### config.mk
export PLATFORM = sky130hd
export DESIGN_NAME = fm_envelope_generator
export DESIGN_NICKNAME = d
export VERILOG_FILES = /design/src/design/fmeg_pkg.sv /design/src/design/fmeg_front.sv /design/src/design/fmeg_queue.sv /design/src/design/fmeg_back.sv /design/src/design/fm_envelope_generator.sv
export VERILOG_INCLUDE_DIRS = /design/src /design/src/design
export SDC_FILE = /design/constraint.sdc
export NUM_CORES = 1
export LEC_CHECK = 0
export BUFFER_PORTS_ARGS = -buffer_cell sky130_fd_sc_hd__buf_4
export CAP_MARGIN = 20
export CORE_ASPECT_RATIO = 1.25
export CORE_UTILIZATION = 45
export CTS_CLUSTER_SIZE = 8
export DETAILED_ROUTE_END_ITERATION = 6
export GPL_TIMING_DRIVEN = 0
export REMOVE_ABC_BUFFERS = 1
export SYNTH_ARGS = -nofsm -noshare
export SYNTH_HDL_FRONTEND = slang
export SYNTH_SLANG_ARGS = --single-unit
### constraint.sdc
create_clock -name clk -period 15 [get_ports clk]
set_input_delay 1.5 -clock clk [delete_from_list [all_inputs] [get_ports clk]]
set_output_delay 1.5 -clock clk [all_outputs]
set_load 0.05 [all_outputs]
### src/design/assert_macros.svh
// Assertion macros shared by the RTL files that check their own logic.
`ifndef ASSERT_MACROS_SVH
`define ASSERT_MACROS_SVH

// Same-cycle implication, sampled on clk, off while arst_n is low.
`define ASSERT_IMPL(label, ante, cons, msg) \
	label: assert property (@(posedge clk) disable iff (!arst_n) (ante) |-> (cons)) \
		else $error(msg);

// Next-cycle implication, sampled on clk, off while arst_n is low.
`define ASSERT_NEXT(label, ante, cons, msg) \
	label: assert property (@(posedge clk) disable iff (!arst_n) (ante) |=> (cons)) \
		else $error(msg);

`endif

### src/design/fmeg_pkg.sv
// Package: shared types, constants and small functions of the envelope generator.
package fmeg_pkg;

	// request queue between front and back
	localparam int QUEUE_DEPTH = 2;
	localparam int QPTR_W      = 1;
	localparam int QCNT_W      = 2;

	// envelope stages
	localparam logic [1:0] ST_ATTACK  = 2'd0;
	localparam logic [1:0] ST_DECAY   = 2'd1;
	localparam logic [1:0] ST_RELEASE = 2'd2;
	localparam logic [1:0] ST_DAMPING = 2'd3;

	// fixed rates
	localparam logic [3:0] RATE_PERCUSSIVE = 4'd7;
	localparam logic [3:0] RATE_SUSTAINED  = 4'd5;
	localparam logic [3:0] RATE_DAMPING    = 4'd12;
	localparam logic [3:0] RATE_MAX        = 4'd15;

	localparam logic [4:0] ADVANCE_POSITION = 5'd16;

	// attenuation constants
	localparam logic [6:0] ATT_MAX     = 7'h7f;
	localparam logic [6:0] DAMP_FLOOR  = 7'h7c;
	localparam logic [6:0] MASK_STEP1  = 7'b1111101;
	localparam logic [6:0] MASK_STEP2  = 7'b1111110;

	// rate + trailing-zero sums that fire the counter tap
	localparam logic [4:0] TAP_BASE = 5'd12;
	localparam logic [4:0] TAP_ODD  = 5'd13;
	localparam logic [4:0] TAP_EVEN = 5'd14;

	typedef struct packed {
		logic [4:0] position;
		logic       in_range;
		logic       mod_hold;      // sustained modulator: ignores key-off
		logic [3:0] atk_rate;
		logic [3:0] dcy_rate;
		logic [3:0] rel_rate;      // rate used in the release stage
		logic [3:0] damping_rate;  // rate used in the damping stage
		logic [3:0] sus_level;
		logic [1:0] ks_high;
		logic [1:0] ks_low;
		logic       key_on;
		logic       restart_request;
	} fmeg_entry_t;

	typedef struct packed {
		logic              full;
		logic              empty;
		logic [QCNT_W-1:0] count;
	} fmeg_qstat_t;

	// per key-scale low bits: which timer phases add the extra step
	function automatic logic [3:0] step_pattern(input logic [1:0] rlow);
		logic [3:0] p;
		begin
			case (rlow)
				2'd0:    p = 4'h0;
				2'd1:    p = 4'h1;
				2'd2:    p = 4'h5;
				2'd3:    p = 4'h7;
				default: p = 4'h0;
			endcase
			return p;
		end
	endfunction

	// modulator when ((pos + 1) / 3) is even; x*43 >> 7 is x/3 for x < 64
	function automatic logic is_modulator(input logic [4:0] pos);
		logic [5:0]  p1;
		logic [11:0] prod;
		begin
			p1   = {1'b0, pos} + 6'd1;
			prod = {6'd0, p1} * 12'd43;
			return !prod[7];
		end
	endfunction

endpackage

### src/design/fmeg_front.sv
// Front: classifies an incoming slot request into a queue entry.
module fmeg_front #(
	parameter int SLOT_COUNT = 18
) (
	input  logic [4:0]           slot_position,
	input  logic [2:0]           octave,
	input  logic                 fnum_msb,
	input  logic [3:0]           atk_rate,
	input  logic [3:0]           dcy_rate,
	input  logic [3:0]           rel_rate,
	input  logic [3:0]           sus_level,
	input  logic                 rate_key_scaling,
	input  logic                 sustained_tone,
	input  logic                 key_on,
	input  logic                 channel_sustain,
	input  logic                 restart_request,
	output fmeg_pkg::fmeg_entry_t entry
);

	logic [3:0] ksr;
	logic [3:0] damp_rate;

	always_comb begin
		ksr = rate_key_scaling ? {octave, fnum_msb} : {2'b00, octave[2:1]};
		if (key_on) begin
			damp_rate = fmeg_pkg::RATE_DAMPING;
		end else if (channel_sustain) begin
			damp_rate = fmeg_pkg::RATE_SUSTAINED;
		end else if (!sustained_tone) begin
			damp_rate = fmeg_pkg::RATE_PERCUSSIVE;
		end else begin
			damp_rate = rel_rate;
		end
	end

	always_comb begin
		entry.position        = slot_position;
		entry.in_range        = {1'b0, slot_position} < 6'(SLOT_COUNT);
		entry.mod_hold        = fmeg_pkg::is_modulator(slot_position) && sustained_tone;
		entry.atk_rate        = atk_rate;
		entry.dcy_rate        = dcy_rate;
		entry.rel_rate        = sustained_tone ? 4'd0 : rel_rate;
		entry.damping_rate    = damp_rate;
		entry.sus_level       = sus_level;
		entry.ks_high         = ksr[3:2];
		entry.ks_low          = ksr[1:0];
		entry.key_on          = key_on;
		entry.restart_request = restart_request;
	end

endmodule

### src/design/fmeg_queue.sv
// Queue: short request FIFO between front and back.
module fmeg_queue (
	input  logic                  clk,
	input  logic                  arst_n,
	input  logic                  push,
	input  fmeg_pkg::fmeg_entry_t push_entry,
	input  logic                  pop,
	output fmeg_pkg::fmeg_entry_t head,
	output fmeg_pkg::fmeg_qstat_t status
);

	fmeg_pkg::fmeg_entry_t               mem_q [fmeg_pkg::QUEUE_DEPTH];
	logic [fmeg_pkg::QPTR_W-1:0]         wr_ptr_q;
	logic [fmeg_pkg::QPTR_W-1:0]         rd_ptr_q;
	logic [fmeg_pkg::QCNT_W-1:0]         count_q;
	logic                                do_push;
	logic                                do_pop;

	assign status.count = count_q;
	assign status.empty = (count_q == '0);
	assign status.full  = (count_q == fmeg_pkg::QCNT_W'(fmeg_pkg::QUEUE_DEPTH));
	assign do_push      = push && !status.full;
	assign do_pop       = pop && !status.empty;
	assign head         = mem_q[rd_ptr_q];

	always_ff @(posedge clk) begin
		if (do_push) begin
			mem_q[wr_ptr_q] <= push_entry;
		end
	end

	always_ff @(posedge clk or negedge arst_n) begin
		if (!arst_n) begin
			wr_ptr_q <= '0;
			rd_ptr_q <= '0;
			count_q  <= '0;
		end else begin
			if (do_push) begin
				wr_ptr_q <= wr_ptr_q + 1'b1;
			end
			if (do_pop) begin
				rd_ptr_q <= rd_ptr_q + 1'b1;
			end
			case ({do_push, do_pop})
				2'b10:   count_q <= count_q + 1'b1;
				2'b01:   count_q <= count_q - 1'b1;
				default: count_q <= count_q;
			endcase
		end
	end

endmodule

### src/design/fmeg_back.sv
// Back: per-slot envelope update, shared counters and the result register.
module fmeg_back #(
	parameter int SLOT_COUNT = 18
) (
	input  logic                  clk,
	input  logic                  arst_n,
	input  logic                  entry_valid,
	input  fmeg_pkg::fmeg_entry_t entry,
	output logic                  entry_ready,
	output logic [6:0]            attenuation,
	output logic [1:0]            stage,
	output logic                  out_valid,
	input  logic                  out_ready
);

	localparam int IDX_W = (SLOT_COUNT > 1) ? $clog2(SLOT_COUNT) : 1;

	logic [6:0]  att_q   [SLOT_COUNT];
	logic [1:0]  stg_q   [SLOT_COUNT];
	logic        en_q    [SLOT_COUNT];

	logic [1:0]  sub_q;
	logic [12:0] timer_q;
	logic [3:0]  tz_q;

	logic [6:0]  att_out_q;
	logic [1:0]  stg_out_q;
	logic        out_valid_q;

	logic             fire;
	logic [IDX_W-1:0] idx;

	// update datapath
	logic [6:0]  cur_v;
	logic [1:0]  cur_st;
	logic        cur_en;
	logic [3:0]  rbase;
	logic [4:0]  rsum;
	logic [3:0]  rh;
	logic [4:0]  zsum;
	logic        tap;
	logic [3:0]  pat;
	logic        tab;
	logic        mzero;
	logic        meven;
	logic [6:0]  i1, i2, i3, i4, inc, vsum;
	logic [6:0]  nv;
	logic [1:0]  nst;
	logic        nen;
	logic [6:0]  res_v;
	logic [1:0]  res_st;

	// counters
	logic        advance;
	logic [12:0] timer_n;
	logic [3:0]  tz_n;

	assign entry_ready = !out_valid_q || out_ready;
	assign fire        = entry_valid && entry_ready;
	assign idx         = entry.position[IDX_W-1:0];
	assign out_valid   = out_valid_q;
	assign attenuation = att_out_q;
	assign stage       = stg_out_q;

	always_comb begin
		if (entry.in_range) begin
			cur_v  = att_q[idx];
			cur_st = stg_q[idx];
			cur_en = en_q[idx];
		end else begin
			cur_v  = fmeg_pkg::ATT_MAX;
			cur_st = fmeg_pkg::ST_RELEASE;
			cur_en = 1'b0;
		end

		case (cur_st)
			fmeg_pkg::ST_ATTACK:  rbase = entry.atk_rate;
			fmeg_pkg::ST_DECAY:   rbase = entry.dcy_rate;
			fmeg_pkg::ST_RELEASE: rbase = entry.rel_rate;
			default:              rbase = entry.damping_rate;
		endcase
		rsum = {1'b0, rbase} + {3'b000, entry.ks_high};
		rh   = rsum[4] ? fmeg_pkg::RATE_MAX : rsum[3:0];

		// counter tap: rate plus trailing zeros of the timer
		zsum = {1'b0, rh} + {1'b0, tz_q};
		tap  = 1'b0;
		if (rh != 4'd0 && rh < fmeg_pkg::RATE_DAMPING) begin
			if (zsum == fmeg_pkg::TAP_BASE) begin
				tap = 1'b1;
			end else if (zsum == fmeg_pkg::TAP_ODD && entry.ks_low[1]) begin
				tap = 1'b1;
			end else if (zsum == fmeg_pkg::TAP_EVEN && entry.ks_low[0]) begin
				tap = 1'b1;
			end
		end

		pat   = fmeg_pkg::step_pattern(entry.ks_low);
		tab   = pat[timer_q[1:0]];
		mzero = (sub_q == 2'd0);
		meven = !sub_q[0];

		if (cur_st == fmeg_pkg::ST_ATTACK) begin
			i1 = cur_v >> 1;
			i2 = cur_v >> 2;
			i3 = cur_v >> 3;
			i4 = cur_v >> 4;
		end else begin
			i1 = fmeg_pkg::ATT_MAX;
			i2 = fmeg_pkg::ATT_MAX;
			i3 = fmeg_pkg::ATT_MAX;
			i4 = fmeg_pkg::ATT_MAX;
		end
		if (cur_en) begin
			i1 = i1 & fmeg_pkg::MASK_STEP1;
			i2 = i2 & fmeg_pkg::MASK_STEP2;
		end

		inc = fmeg_pkg::ATT_MAX;
		if (tap || (!tab && rh == 4'd12)) begin
			inc = inc & i4;
		end
		if ((!tab && rh == 4'd13) || (tab && rh == 4'd12)) begin
			inc = inc & i3;
		end
		if ((tap && mzero && cur_en)
			|| (rh == 4'd14 && !tab)
			|| (rh == 4'd13 && tab)
			|| (rh == 4'd13 && !tab && meven && cur_en)
			|| (rh == 4'd12 && !tab && mzero && cur_en)
			|| (rh == 4'd12 && tab && meven && cur_en)) begin
			inc = inc & i2;
		end
		if (rh == fmeg_pkg::RATE_MAX || (rh == 4'd14 && tab)) begin
			inc = inc & i1;
		end

		vsum = (cur_v ^ fmeg_pkg::ATT_MAX) + inc + 7'd1;
		nv   = ~vsum;
		nst  = cur_st;
		nen  = cur_en;

		// stage transitions
		if (entry.restart_request) begin
			nen = 1'b1;
			nst = fmeg_pkg::ST_DAMPING;
		end
		if (nst == fmeg_pkg::ST_ATTACK && rh == fmeg_pkg::RATE_MAX) begin
			nv  = 7'd0;
			nst = fmeg_pkg::ST_DECAY;
		end
		if (nst == fmeg_pkg::ST_ATTACK && nv == 7'd0) begin
			nst = fmeg_pkg::ST_DECAY;
		end
		if (nst == fmeg_pkg::ST_DAMPING && nv >= fmeg_pkg::DAMP_FLOOR) begin
			nst = fmeg_pkg::ST_ATTACK;
		end
		if (nst == fmeg_pkg::ST_DECAY && nv[6:3] == entry.sus_level) begin
			nst = fmeg_pkg::ST_RELEASE;
		end
		if (!entry.key_on && !entry.mod_hold) begin
			nst = fmeg_pkg::ST_DAMPING;
			nen = 1'b1;
		end
		if ((nst == fmeg_pkg::ST_RELEASE || nst == fmeg_pkg::ST_DAMPING)
			&& nv >= fmeg_pkg::DAMP_FLOOR) begin
			nen = 1'b0;
		end

		res_v  = entry.in_range ? nv  : fmeg_pkg::ATT_MAX;
		res_st = entry.in_range ? nst : fmeg_pkg::ST_RELEASE;
	end

	// shared counter advance and the new timer's trailing-zero count plus one
	always_comb begin
		advance = fire && (entry.position == fmeg_pkg::ADVANCE_POSITION);
		timer_n = (sub_q == 2'd3) ? timer_q + 13'd1 : timer_q;
		tz_n    = 4'd0;
		for (int b = 12; b >= 0; b--) begin
			if (timer_n[b]) begin
				tz_n = 4'(b + 1);
			end
		end
	end

	always_ff @(posedge clk or negedge arst_n) begin
		if (!arst_n) begin
			for (int s = 0; s < SLOT_COUNT; s++) begin
				att_q[s] <= fmeg_pkg::ATT_MAX;
				stg_q[s] <= fmeg_pkg::ST_RELEASE;
				en_q[s]  <= 1'b0;
			end
		end else if (fire && entry.in_range) begin
			att_q[idx] <= nv;
			stg_q[idx] <= nst;
			en_q[idx]  <= nen;
		end
	end

	always_ff @(posedge clk or negedge arst_n) begin
		if (!arst_n) begin
			sub_q       <= 2'd0;
			timer_q     <= 13'd0;
			tz_q        <= 4'd0;
			out_valid_q <= 1'b0;
		end else begin
			if (advance) begin
				sub_q   <= sub_q + 2'd1;
				timer_q <= timer_n;
				tz_q    <= tz_n;
			end
			if (fire) begin
				out_valid_q <= 1'b1;
			end else if (out_ready) begin
				out_valid_q <= 1'b0;
			end
		end
	end

	always_ff @(posedge clk) begin
		if (fire) begin
			att_out_q <= res_v;
			stg_out_q <= res_st;
		end
	end

endmodule

### src/design/fm_envelope_generator.sv
// Top level: FM envelope generator, front classifier, request queue and update back end.
//
// Use: one request per slot step on the in_valid/in_ready channel, carrying the
// slot's schedule position, key-scale inputs, patch rates, sustain level, key-on
// and restart flag. One result (attenuation, stage) per request comes back on the
// out_valid/out_ready channel, in request order.
// Path: an accepted request is written into the two-entry queue, then the back
// end pops it and loads the result register, which raises out_valid; a stalled
// result register holds the request in the queue.
// Throughput: one request per cycle while the receiver takes every result; the
// back end reads, updates and writes the slot's state when it takes a request,
// so consecutive requests to the same slot chain with no bubble.
// in_ready depends only on queue occupancy: it drops when both entries are held.
// When the receiver stalls, the result register holds, the back end stops
// popping, and the queue absorbs up to two more requests before in_ready falls.
// Reset (arst_n low, asynchronous): every slot goes to attenuation 127, release
// stage, disabled; the shared sub-counter, envelope timer and trailing-zero count
// clear; the queue empties and out_valid drops. No clearing pass is needed.
// Shared counters advance when the request at position 16 is processed.
`include "assert_macros.svh"

module fm_envelope_generator #(
	parameter int SLOT_COUNT = 18
) (
	input  logic       clk,
	input  logic       arst_n,
	input  logic       in_valid,
	output logic       in_ready,
	input  logic [4:0] slot_position,
	input  logic [2:0] octave,
	input  logic       fnum_msb,
	input  logic [3:0] atk_rate,
	input  logic [3:0] dcy_rate,
	input  logic [3:0] rel_rate,
	input  logic [3:0] sus_level,
	input  logic       rate_key_scaling,
	input  logic       sustained_tone,
	input  logic       key_on,
	input  logic       channel_sustain,
	input  logic       restart_request,
	output logic       out_valid,
	input  logic       out_ready,
	output logic [6:0] attenuation,
	output logic [1:0] stage
);

	fmeg_pkg::fmeg_entry_t front_entry;
	fmeg_pkg::fmeg_entry_t head_entry;
	fmeg_pkg::fmeg_qstat_t q_status;
	logic                  push;
	logic                  pop;
	logic                  back_ready;

	// front: classify and hand to the queue
	fmeg_front #(
		.SLOT_COUNT(SLOT_COUNT)
	) u_front (
		.slot_position   (slot_position),
		.octave          (octave),
		.fnum_msb        (fnum_msb),
		.atk_rate        (atk_rate),
		.dcy_rate        (dcy_rate),
		.rel_rate        (rel_rate),
		.sus_level       (sus_level),
		.rate_key_scaling(rate_key_scaling),
		.sustained_tone  (sustained_tone),
		.key_on          (key_on),
		.channel_sustain (channel_sustain),
		.restart_request (restart_request),
		.entry           (front_entry)
	);

	assign in_ready = !q_status.full;
	assign push     = in_valid && in_ready;
	assign pop      = !q_status.empty && back_ready;

	fmeg_queue u_queue (
		.clk       (clk),
		.arst_n    (arst_n),
		.push      (push),
		.push_entry(front_entry),
		.pop       (pop),
		.head      (head_entry),
		.status    (q_status)
	);

	// back: slot state update, shared counters, result register
	fmeg_back #(
		.SLOT_COUNT(SLOT_COUNT)
	) u_back (
		.clk        (clk),
		.arst_n     (arst_n),
		.entry_valid(!q_status.empty),
		.entry      (head_entry),
		.entry_ready(back_ready),
		.attenuation(attenuation),
		.stage      (stage),
		.out_valid  (out_valid),
		.out_ready  (out_ready)
	);

	// back end must hold while the receiver stalls a result
	`ASSERT_IMPL(a_no_pop_on_stall, out_valid && !out_ready, !pop,
		"request popped while result stalled")
	// a popped request always yields a result next cycle
	`ASSERT_NEXT(a_pop_gives_result, pop, out_valid,
		"popped request produced no result")
	// queue never reports more entries than it holds
	`ASSERT_IMPL(a_queue_bound, 1'b1,
		q_status.count <= fmeg_pkg::QCNT_W'(fmeg_pkg::QUEUE_DEPTH),
		"queue occupancy beyond depth")
	// a push into an empty queue leaves it non-empty next cycle
	`ASSERT_NEXT(a_empty_push_visible, push && q_status.empty && !pop, !q_status.empty,
		"pushed request lost")

endmodule

==> flow_summary.html <==
<table>
<tr><th>Metric</th><th>Value</th></tr>
<tr><th colspan="2">Clocking</th></tr>
<tr><td>Clk sinks</td><td>279</td></tr>
<tr><td>CTS root buffer</td><td>sky130_fd_sc_hd__clkbuf_16</td></tr>
<tr><td>TritonCTS clock tree</td><td>done</td></tr>
<tr><td>H-tree Lvls</td><td>2</td></tr>
<tr><td># hold bufs at CTS</td><td>0</td></tr>
<tr><td>Clk slew on worst S/H paths</td><td>0.05 ns</td></tr>
<tr><td>Number of buffers created by CTS</td><td>40</td></tr>
<tr><td>Post-CTS setup buffer count</td><td>0</td></tr>
<tr><td>Number of buffers on the longest clock path</td><td>3</td></tr>
<tr><td>Latest clock arrival within the worst-skew pair</td><td>0.54 ns</td></tr>
<tr><td>Post-cts gate resize count</td><td>0</td></tr>
<tr><th colspan="2">Routing</th></tr>
<tr><td>Antenna Violating Nets Remaining</td><td>0</td></tr>
<tr><td>Wire length per cell after detailed routing</td><td>19.5 um</td></tr>
<tr><td>Average vias per placed instance</td><td>5.73</td></tr>
<tr><td>Final routed DRC violation total</td><td>0</td></tr>
<tr><td>Detailed-routing iteration count for the pre-antenna-repair pass</td><td>5</td></tr>
<tr><td>Total number of vias</td><td>10520</td></tr>
<tr><td>DRC marker count from the first detailed-route iteration</td><td>651</td></tr>
<tr><td>Total length of routed wires</td><td>35700 um</td></tr>
<tr><th colspan="2">Place</th></tr>
<tr><td>Number of buffer cells added on primary ports</td><td>44</td></tr>
<tr><td>Detail Placement HPWL</td><td>23900 um</td></tr>
<tr><td>Final weighted congestion in routability-driven placement</td><td>0.848</td></tr>
<tr><th colspan="2">Hold path</th></tr>
<tr><td>Tightest Hold Check Type</td><td>reg2reg</td></tr>
<tr><td>Worst Hold Depth</td><td>2</td></tr>
<tr><td>End of the worst hold path</td><td>u_back.att_q[63]$_DFFE_PN1P_</td></tr>
<tr><td>Hold Startpoint</td><td>u_back.att_q[63]$_DFFE_PN1P_</td></tr>
<tr><th colspan="2">Layout</th></tr>
<tr><td>Post-layout util</td><td>51.4%</td></tr>
<tr><td>Total inserted antenna cells</td><td>0</td></tr>
<tr><td>Post-layout net count</td><td>1471</td></tr>
<tr><td>Fraction of layout instances using a drive strength above 1</td><td>23.9%</td></tr>
<tr><td>Area added between synthesis and finish</td><td>11.9%</td></tr>
<tr><td>Fill cell instance count of the final layout</td><td>2916</td></tr>
<tr><th colspan="2">Die</th></tr>
<tr><td>Site Rows</td><td>73</td></tr>
<tr><td>Initial Utilization</td><td>45.9%</td></tr>
<tr><td>I/O pin count</td><td>45</td></tr>
<tr><td>Floorplan die area</td><td>33300 sq um</td></tr>
<tr><td>Standard cell core area</td><td>32000 sq um</td></tr>
<tr><td>Chip Width</td><td>163 um</td></tr>
<tr><td>Die Ht</td><td>204 um</td></tr>
<tr><th colspan="2">Worst setup path</th></tr>
<tr><td>Worst setup slack for register-to-register paths</td><td>3.74 ns</td></tr>
<tr><td>Slowest stage delay, CP</td><td>0.89 ns</td></tr>
<tr><td>Critical register-to-register path endpoint</td><td>u_back.stg_q[12]$_DFFE_PN0P_</td></tr>
<tr><td>CP max-delay cell</td><td>sky130_fd_sc_hd__mux2_4</td></tr>
<tr><td>Endpoint required time on the critical path</td><td>15.42 ns</td></tr>
<tr><td>Startpoint type of the worst setup path</td><td>register</td></tr>
<tr><td>Data arrival, critical path</td><td>11.68 ns</td></tr>
<tr><td>Origin of the critical flop-to-flop path</td><td>u_queue.rd_ptr_q$_DFFE_PN0P_</td></tr>
<tr><td>Crit path capture type</td><td>register</td></tr>
<tr><td>Worst-path fanout max</td><td>44</td></tr>
<tr><td>Class of the most critical setup path</td><td>reg2reg</td></tr>
<tr><td>FF-to-FF path depth</td><td>36</td></tr>
<tr><th colspan="2">Synthesis</th></tr>
<tr><td>Sequential fraction of the synthesis area</td><td>51.4%</td></tr>
<tr><td>Async set or reset register ratio after synthesis</td><td>73.1%</td></tr>
<tr><td>Synthesized area per cell</td><td>10.6 sq um</td></tr>
<tr><td>Simple-gate portion of the synthesized area</td><td>14.2%</td></tr>
<tr><td>Area share of xor/xnor cells in the synthesized design</td><td>2.51%</td></tr>
<tr><td>EDFF count, synth</td><td>75</td></tr>
<tr><td>Cell area after synthesis</td><td>14700 sq um</td></tr>
<tr><td>Post-Synth Adder-Cell Area</td><td>3.51%</td></tr>
<tr><td>Complex-gate fraction of the synthesized area</td><td>16.2%</td></tr>
<tr><td>Share of synthesized area spent on multiplexers</td><td>8.62%</td></tr>
<tr><td>Number of distinct standard cells referenced by the synthesized netlist</td><td>91</td></tr>
<tr><td>Largest family of logic cells by synthesized area</td><td>compound AO/OA/AOI/OAI gates</td></tr>
<tr><td>Cells after Synth</td><td>1382</td></tr>
<tr><td>Ys flop type</td><td>sky130_fd_sc_hd__dfstp_2</td></tr>
<tr><td>Number of synthesized register bits</td><td>279</td></tr>
<tr><td>Total of warnings raised by yosys</td><td>0</td></tr>
<tr><th colspan="2">Global route</th></tr>
<tr><td>Wire length of the first global-routing pass</td><td>57100 um</td></tr>
<tr><td>Global route overflow</td><td>0</td></tr>
<tr><td>Pin count of the biggest net entering global routing</td><td>118</td></tr>
<tr><td>Vias in the first global route</td><td>10369</td></tr>
<tr><td>GRT Util Overall</td><td>22.3%</td></tr>
<tr><td>Number of antenna violations at the first check in global routing</td><td>0</td></tr>
<tr><th colspan="2">Outcome</th></tr>
<tr><td>Outcome</td><td>finished clean</td></tr>
<tr><th colspan="2">STA</th></tr>
<tr><td>Shortest clock period the worst path allows after layout</td><td>11.26 ns</td></tr>
<tr><td>Slew at the pin closest to its max-slew limit</td><td>1.09 ns</td></tr>
<tr><td>Achievable Freq</td><td>88.8 MHz</td></tr>
<tr><td>Number of endpoints failing setup at the final stage</td><td>0</td></tr>
<tr><td>Hold Vio Cnt, Final</td><td>0</td></tr>
<tr><td>Tightest slew margin relative to the limit</td><td>27.1%</td></tr>
<tr><td>Worst clock skew</td><td>0.0173 ns</td></tr>
<tr><td>Final cycle utilization of the critical path</td><td>75.1%</td></tr>
<tr><td>Worst-case hold slack</td><td>0.474 ns</td></tr>
<tr><td>Max Slew Vio Count</td><td>0</td></tr>
<tr><td>Setup repair after global routing missed its margin</td><td>false</td></tr>
<tr><td>Summed negative setup slack over all endpoints</td><td>0 ns</td></tr>
<tr><th colspan="2">Flow run</th></tr>
<tr><td>Number of violations of the max-capacitance limit</td><td>0</td></tr>
</table>
[layout make-up]
cell class | count | area [sq um] | share of cell area, %
Inverter | 44 | 165 | 1.01
Sequential cell | 279 | 7540 | 45.9
Clock inverter | 3 | 48.8 | 0.297
Multi-Input combinational cell | 985 | 6620 | 40.3
Clock buffer | 63 | 1090 | 6.62
Tap cell | 412 | 515 | 3.14
Timing Repair Buffer | 50 | 443 | 2.70
[worst max-delay path by stage]
stage                                       from                      endpoint  slack (ns)  cells past startpoint
floorplan           u_queue.rd_ptr_q$_DFFE_PN0P_  u_back.stg_q[10]$_DFFE_PN0P_        4.48                     38
global placement    u_queue.rd_ptr_q$_DFFE_PN0P_  u_back.stg_q[18]$_DFFE_PN0P_        1.35                     35
detailed placement  u_queue.rd_ptr_q$_DFFE_PN0P_   u_back.stg_q[2]$_DFFE_PN0P_        3.47                     36
CTS                 u_queue.rd_ptr_q$_DFFE_PN0P_   u_back.stg_q[2]$_DFFE_PN0P_        3.45                     36
global route        u_queue.rd_ptr_q$_DFFE_PN0P_  u_back.stg_q[24]$_DFFE_PN0P_        3.00                     36
finish              u_queue.rd_ptr_q$_DFFE_PN0P_  u_back.stg_q[12]$_DFFE_PN0P_        3.74                     36
[worst max-delay path: cells and delay by family (launching register included)]
kind,cells,cell delay [ns]
AOI/OAI and AO/OA,13,3.11
buffers and inverters,4,0.52
xor gates and xnor gates,2,0.51
and+or+nand+nor,10,3.38
muxes,2,1.22
DFF,1,0.76
adders and majority gates,5,1.58
[flip-flops by register name, summed over array words and instances (netlist names)]
register            flops
u_back.stg_q           36
u_back.sub_q            2
u_back.timer_q         13
u_back.attenuation      7
u_back.stage            2
u_queue.count_q         2
u_back.tz_q             4
u_back.en_q            18
u_queue.wr_ptr_q        1
u_back.att_q          126
u_queue.rd_ptr_q        1
u_back.out_valid        1
u_queue.mem_q          66
[kinds of logic after synthesis]
| group | Yosys count |
|---|---|
| mux | 80 |
| compound gates | 368 |
| xor+xnor | 42 |
| buf+inv | 118 |
| flops | 279 |
| simple gates | 458 |
| fa+ha+maj | 37 |
[synth_stat cells (all sizes together), types with 5 or more instances]
cell / count / area [sq um]
nor3: 14 / 80.1
nor2: 117 / 444
mux2i: 29 / 323
xnor2: 25 / 219
nor3b: 6 / 76.3
a221oi: 6 / 65.1
nand3: 30 / 155
o21bai: 9 / 71.3
o211ai: 6 / 45.0
a211oi: 9 / 92.6
and2: 12 / 78.8
a31oi: 20 / 181
o21ai: 181 / 913
a22oi: 7 / 52.6
nand4: 6 / 37.5
a21oi: 50 / 254
or2: 5 / 31.3
edfxtp: 75 / 2250
inv: 44 / 165
mux4: 32 / 721
o31ai: 14 / 110
clkbuf: 52 / 196
o21a: 5 / 37.5
o22ai: 10 / 62.6
and3: 13 / 86.3
nand2b: 8 / 50.1
o31a: 6 / 53.8
and3b: 5 / 43.8
fa: 7 / 140
dfstp: 144 / 3780
a21o: 11 / 82.6
mux2: 19 / 221
dfrtp: 60 / 1500
or3: 6 / 37.5
nand2: 214 / 803
nor2b: 12 / 75.1
xor2: 17 / 149
buf: 21 / 149
ha: 30 / 375
[per-layer routing]
| layer | up-vias | GRT usage, % | part of all wire [%] |
|---|---|---|---|
| li1 | 4997 | - | - |
| met1 | 5183 | 28.5 | 42 |
| met2 | 281 | 38.7 | 51 |
| met3 | 59 | 3.19 | 4.6 |
| met4 | 0 | 7.54 | 2.5 |
| met5 | - | 0 | 0 |
[per-stage QoR]
stage               worst slack, ns  cell area, sq um  std cells
detailed placement             3.47             15300       1769
global route                   3.00             16400       1836
CTS                            3.45             16400       1835
floorplan                      4.48             14300       1308
finish                         3.74             16400       1836
global placement               1.35             15200       1764
[cell usage in the layout (no fill, tap or decap), types with 32 or more instances in the layout]
cell / synthesis / routed
sky130_fd_sc_hd__dfrtp_1: 60 / 59
sky130_fd_sc_hd__nand2_1: 214 / 214
sky130_fd_sc_hd__inv_1: 44 / 44
sky130_fd_sc_hd__a21oi_1: 49 / 48
sky130_fd_sc_hd__mux4_2: 32 / 32
sky130_fd_sc_hd__clkbuf_16: 0 / 40
sky130_fd_sc_hd__dfstp_2: 144 / 144
sky130_fd_sc_hd__o21ai_0: 175 / 175
sky130_fd_sc_hd__edfxtp_1: 75 / 75
sky130_fd_sc_hd__buf_4: 5 / 44
sky130_fd_sc_hd__nor2_1: 115 / 114
Power is left out: the tool's default activity adds up to more than one toggle a clock period on the data nets, which glitch-free logic cannot reach.
